[src/hdl/trcp_pkg.sv]
// Shared constants for the two-ray closest point pipeline.
// No dependencies; imported by the multiplier and the top level.
`default_nettype none

package trcp_pkg;

    localparam int MUL_DIGIT = 32;

    typedef logic [MUL_DIGIT-1:0] digit_t;

endpackage

`default_nettype wire

[src/hdl/trcp_delay.sv]
// Enabled shift line that aligns side data with the multiplier and divider stages.
// No dependencies.
`default_nettype none

module trcp_delay
#(
    parameter int W = 1,
    parameter int N = 1
)(
    input  logic         clk,
    input  logic         en,
    input  logic [W-1:0] din,
    output logic [W-1:0] dout
);

    logic [W-1:0] tap_reg [N];

    always_ff @(posedge clk)
    begin
        if (en)
        begin
            tap_reg[0] <= din;
            for (int i = 1; i < N; i++)
            begin
                tap_reg[i] <= tap_reg[i-1];
            end
        end
    end

    assign dout = tap_reg[N-1];

endmodule

`default_nettype wire

[src/hdl/trcp_mul.sv]
// Pipelined signed multiplier: one digit-by-digit partial product per stage.
// Depends on trcp_pkg and trcp_delay.
`default_nettype none

module trcp_mul
    import trcp_pkg::*;
#(
    parameter int AW  = 32,
    parameter int BW  = 32,
    parameter int LAT = 3
)(
    input  logic                    clk,
    input  logic                    en,
    input  logic signed [AW-1:0]    a,
    input  logic signed [BW-1:0]    b,
    output logic signed [AW+BW-1:0] p
);

    localparam int NA  = (AW + MUL_DIGIT - 1) / MUL_DIGIT;
    localparam int NB  = (BW + MUL_DIGIT - 1) / MUL_DIGIT;
    localparam int NP  = NA * NB;
    localparam int PW  = AW + BW;
    localparam int PAD = LAT - NP - 2;

    logic [AW-1:0]        am_reg  [NP];
    logic [BW-1:0]        bm_reg  [NP];
    logic                 sg_reg  [NP+1];
    logic [PW-1:0]        acc_reg [NP];
    logic [PW-1:0]        term    [NP];
    logic signed [PW-1:0] p_reg;

    for (genvar k = 0; k < NP; k++)
    begin : g_term
        localparam int IA = k / NB;
        localparam int IB = k % NB;
        logic [NA*MUL_DIGIT-1:0] ax;
        logic [NB*MUL_DIGIT-1:0] bx;
        digit_t                  da;
        digit_t                  db;
        logic [2*MUL_DIGIT-1:0]  pp;
        assign ax = (NA*MUL_DIGIT)'(am_reg[k]);
        assign bx = (NB*MUL_DIGIT)'(bm_reg[k]);
        assign da = ax[IA*MUL_DIGIT +: MUL_DIGIT];
        assign db = bx[IB*MUL_DIGIT +: MUL_DIGIT];
        assign pp = da * db;
        assign term[k] = PW'(pp) << ((IA + IB) * MUL_DIGIT);
    end

    always_ff @(posedge clk)
    begin
        if (en)
        begin
            am_reg[0] <= a[AW-1] ? AW'(-a) : AW'(a);
            bm_reg[0] <= b[BW-1] ? BW'(-b) : BW'(b);
            sg_reg[0] <= a[AW-1] ^ b[BW-1];
            for (int k = 1; k < NP; k++)
            begin
                am_reg[k] <= am_reg[k-1];
                bm_reg[k] <= bm_reg[k-1];
            end
            acc_reg[0] <= term[0];
            for (int k = 1; k < NP; k++)
            begin
                acc_reg[k] <= acc_reg[k-1] + term[k];
            end
            for (int k = 0; k < NP; k++)
            begin
                sg_reg[k+1] <= sg_reg[k];
            end
            p_reg <= sg_reg[NP] ? PW'(-acc_reg[NP-1]) : acc_reg[NP-1];
        end
    end

    if (PAD > 0)
    begin : g_pad
        logic [PW-1:0] p_pad;
        trcp_delay #(.W(PW), .N(PAD)) u_pad
        (
            .clk  (clk),
            .en   (en),
            .din  (p_reg),
            .dout (p_pad)
        );
        assign p = p_pad;
    end
    else
    begin : g_nopad
        assign p = p_reg;
    end

endmodule

`default_nettype wire

[config.mk]
export PLATFORM = sky130hd
export DESIGN_NAME = trcp_mul
export DESIGN_NICKNAME = d
export VERILOG_FILES = /design/src/hdl/trcp_pkg.sv /design/src/hdl/trcp_delay.sv /design/src/hdl/trcp_mul.sv
export SDC_FILE = /design/constraint.sdc
export NUM_CORES = 2
export LEC_CHECK = 0
export ABC_AREA = 1
export CORE_MARGIN = 5
export CORE_UTILIZATION = 30
export CTS_CLUSTER_DIAMETER = 50
export DETAILED_ROUTE_END_ITERATION = 8
export DONT_BUFFER_PORTS = 1
export SLEW_MARGIN = 10
export SYNTH_ARGS = -nofsm -noshare
export SYNTH_HDL_FRONTEND = slang
export SYNTH_SLANG_ARGS = --single-unit
export TNS_END_PERCENT = 10
[constraint.sdc]
create_clock -name clk -period 9.2 [get_ports clk]
set_input_delay 0 -clock clk [delete_from_list [all_inputs] [get_ports clk]]
set_output_delay 0 -clock clk [all_outputs]
set_load 0.05 [all_outputs]
==> metrics.md <==
| Metric | Value |
|---|---|
| Crit start category | flop |
| CTS tree | built |
| Required time of the critical path | 9.46 ns |
| Iteration-0 DRC Markers | 2628 |
| Crit Reg-Reg Endpoint | acc_reg[0][54] |
| Final Slew Violations | 0 |
| CP Capture Type | flop |
| Post-synth ARST share | 0 |
| Synth Register Bits | 194 |
| Initial core utilization | 0.302 |
| H-tree lvl count | 4 |
| Kind of critical path | reg -> reg |
| RSZ-0062 raised after global routing | false |
| Slowest stage cell on the critical path | edfxtp_1 |
| EDFF count, synth | 194 |
| Buf/Inv on CP | 7 |
| GPL Wtd Cong | 0.945 |
| CP top delay family | adder cells |
| Crit path DAT | 8.12 ns |
| Share of cells above drive strength 1 | 0.0298 |
| Via count | 36500 |
| Register area share after synthesis | 0.127 |
| Die area | 0.161 mm2 |
| Area share of the largest cell type after synthesis | 0.390 |
| Clock sinks | 194 |
| GRT Total Usage | 0.180 |
| Setup Buffers After CTS | 0 |
| Post-synth top area cell | fa_1 |
| Initial antenna violation count | 1 |
| Wire per inst | 18.0 um |
| Worst Setup EP | acc_reg[0][54] |
| Post-CTS Hold Buffers | 106 |
| Final Util | 0.329 |
| DR DRC count | 0 |
| Final setup TNS | 0 ns |
| Area contributors post-synth | fa_1 (39%), inv_1 (15%), nand2_1 (15%), edfxtp_1 (13%), ha_1 (7.2%) |
| Multi-input gate area in the final layout | 0.0324 mm2 |
| Core area | 0.152 mm2 |
| Cell Area, Synth | 0.0460 mm2 |
| Cts bufs inserted | 17 |
| Max incr delay on CP | 1.16 ns |
| Num rows | 143 |
| Ys flop type | edfxtp_1 |
| Overflow left after global routing | 0 |
| Max Clock Freq | 127 MHz |
| Clk_lat worst skew | 0.53 ns |
| Register-to-register path setup slack | 1.35 ns |
| Min Hold Slack | 0.0278 ns |
| Die X | 402 um |
| Chip height | 402 um |
| Syn avg cell area | 7.67 um2 |
| R2r worst-path depth | 25 |
| Period utilization | 0.854 |
| RR Startpoint | am_reg[0][20] |
| Synth Warn # | 0 |
| CTS root buffer | clkbuf_16 |
| Max Cap Viol | 0 |
| Detailed Place HPWL | 116 mm |
| Drt pass-1 iters | 6 |
| CTS max path bufs | 2 |
| Final wirelength | 145 mm |
| Cell count after synthesis | 6001 |
| Worst-path clk slew | 0.09 ns |
| Hold Crit Class | in -> reg |
| Final setup violation count | 0 |
| P&R area growth vs syn | 8.86% |
| Most common cell on crit path | fa_1 |
| Post-Route Skew | 0.0200 ns |
| Vias in the first global route | 38800 |
| Slew @ Worst Pin | 1.26 ns |
| First-pass GRT wire length | 225 mm |
| Via density | 4.54 |
| Status | finished, final reports clean |
| Post-Syn Nets | 7229 |
| Post-CTS resize count | 0 |
| I/O Buffers | 0 |
| Antenna Cells | 0 |
| Netlist cell types | 41 |
| Min Clock Period, post-route | 7.85 ns |
| Worst-path maximum fanout | 21 |
| Slew HR | 0.163 |
| Sequential cell area | 0.00583 mm2 |
| I/O pins | 130 |
| Final layout net count | 7229 |
| Final Hold Fails | 0 |
| Largest net degree at the start of global routing | 195 |
| Filler instances | 16000 |
| Startpoint of the worst setup timing path | am_reg[0][20] |
| Levels on crit path | 25 |
| Antenna viol nets, final | 0 |
[worst min-delay path, delay by kind of cell]
kind	cells	cell delay [ns]
AND/OR/NAND/NOR	4	0.26
AO/OA/AOI/OAI	2	0.18
[cell type report]
class,instances,share of cell area
Clock inverter,15,0.00389
Sequential cell,194,0.116
Clock buffer,17,0.00849
Multi-Input combinational cell,3720,0.646
Inverter,1881,0.141
Tap cell,2030,0.0507
Timing Repair Buffer,187,0.0340
[cells in the mapped netlist (2+ instances only)]
master and instances:
a21oi_1 52, and3_1 3, buf_2 2, clkbuf_1 203, edfxtp_1 194, fa_1 896, ha_1 266, inv_1 1874
inv_2 5, nand2_1 1804, nand2_2 8, nand2_4 3, nand3_1 116, nand3_2 12, nand3b_1 6, nand4_1 52
nor2_1 237, nor2_2 17, nor2_4 7, nor3_1 22, nor3_2 8, nor4_1 7, o211ai_1 2, o21ai_0 43
o21ai_1 4, o21bai_1 12, xnor2_1 17, xor2_1 116
[per-stage QoR]
stage | instance area [um2] | setup slack (ns) | instances
floorplan | 46000 | 2.93 | 6001
global placement | 48400 | 1.45 | 7905
detailed placement | 48400 | 1.40 | 7905
CTS | 50100 | 1.39 | 8043
global route | 50100 | 1.16 | 8044
finish | 50100 | 1.35 | 8044
[worst min-delay path by stage]
stage	start	cells after the start	endpoint	slack [ns]
2_1_floorplan	a[0]	0	am_reg[0][0]	0.1
3_3_place_gp	a[0]	0	am_reg[0][0]	0.1
3_5_place_dp	b[0]	0	bm_reg[0][0]	0.1
4_1_cts	a[19]	6	am_reg[0][26]	0.01
5_1_grt	a[19]	6	am_reg[0][26]	0.06
6_report	a[19]	6	am_reg[0][26]	0.03
[placed cells by master, fill, tap and decap left out, types with 2 or more instances in the layout]
master	instances
o21bai_1	12
buf_4	80
clkinv_4	2
nand2_4	3
inv_12	4
o21ai_1	4
ha_1	266
dlygate4sd3_1	105
nor3_1	22
xor2_1	116
nor2_2	17
inv_2	5
and3_1	3
xnor2_1	17
nand3_2	12
inv_8	3
nand4_1	52
o21ai_0	43
clkinv_2	2
edfxtp_1	194
nor2_1	237
clkinv_8	4
nand2_1	1804
nand3_1	116
clkbuf_16	17
fa_1	896
o211ai_1	2
inv_1	1874
nor3_2	8
nor4_1	7
nand2_2	8
buf_16	2
nand3b_1	6
nor2_4	7
a21oi_1	52
[cell families after synthesis]
| group | count (synthesis) | synth area share |
|---|---|---|
| AOI/OAI and AO/OA | 119 | 0.0142 |
| xor gates and xnor gates | 133 | 0.0253 |
| adders and majority gates | 1162 | 0.462 |
| buffers and inverters | 2087 | 0.170 |
| DFF | 194 | 0.127 |
| and+or+nand+nor | 2306 | 0.202 |
[layer usage]
| metal | GRT usage | part of all wire | up-vias |
|---|---|---|---|
| met5 | 0 | 0 | - |
| met4 | 0.0481 | 0.028 | 0 |
| met3 | 0.0588 | 0.11 | 240 |
| met2 | 0.276 | 0.43 | 1652 |
| met1 | 0.245 | 0.43 | 17700 |
| li1 | - | - | 16900 |
Power is left out: the tool's default activity adds up to more than one toggle a clock period on the data nets, which glitch-free logic cannot reach.
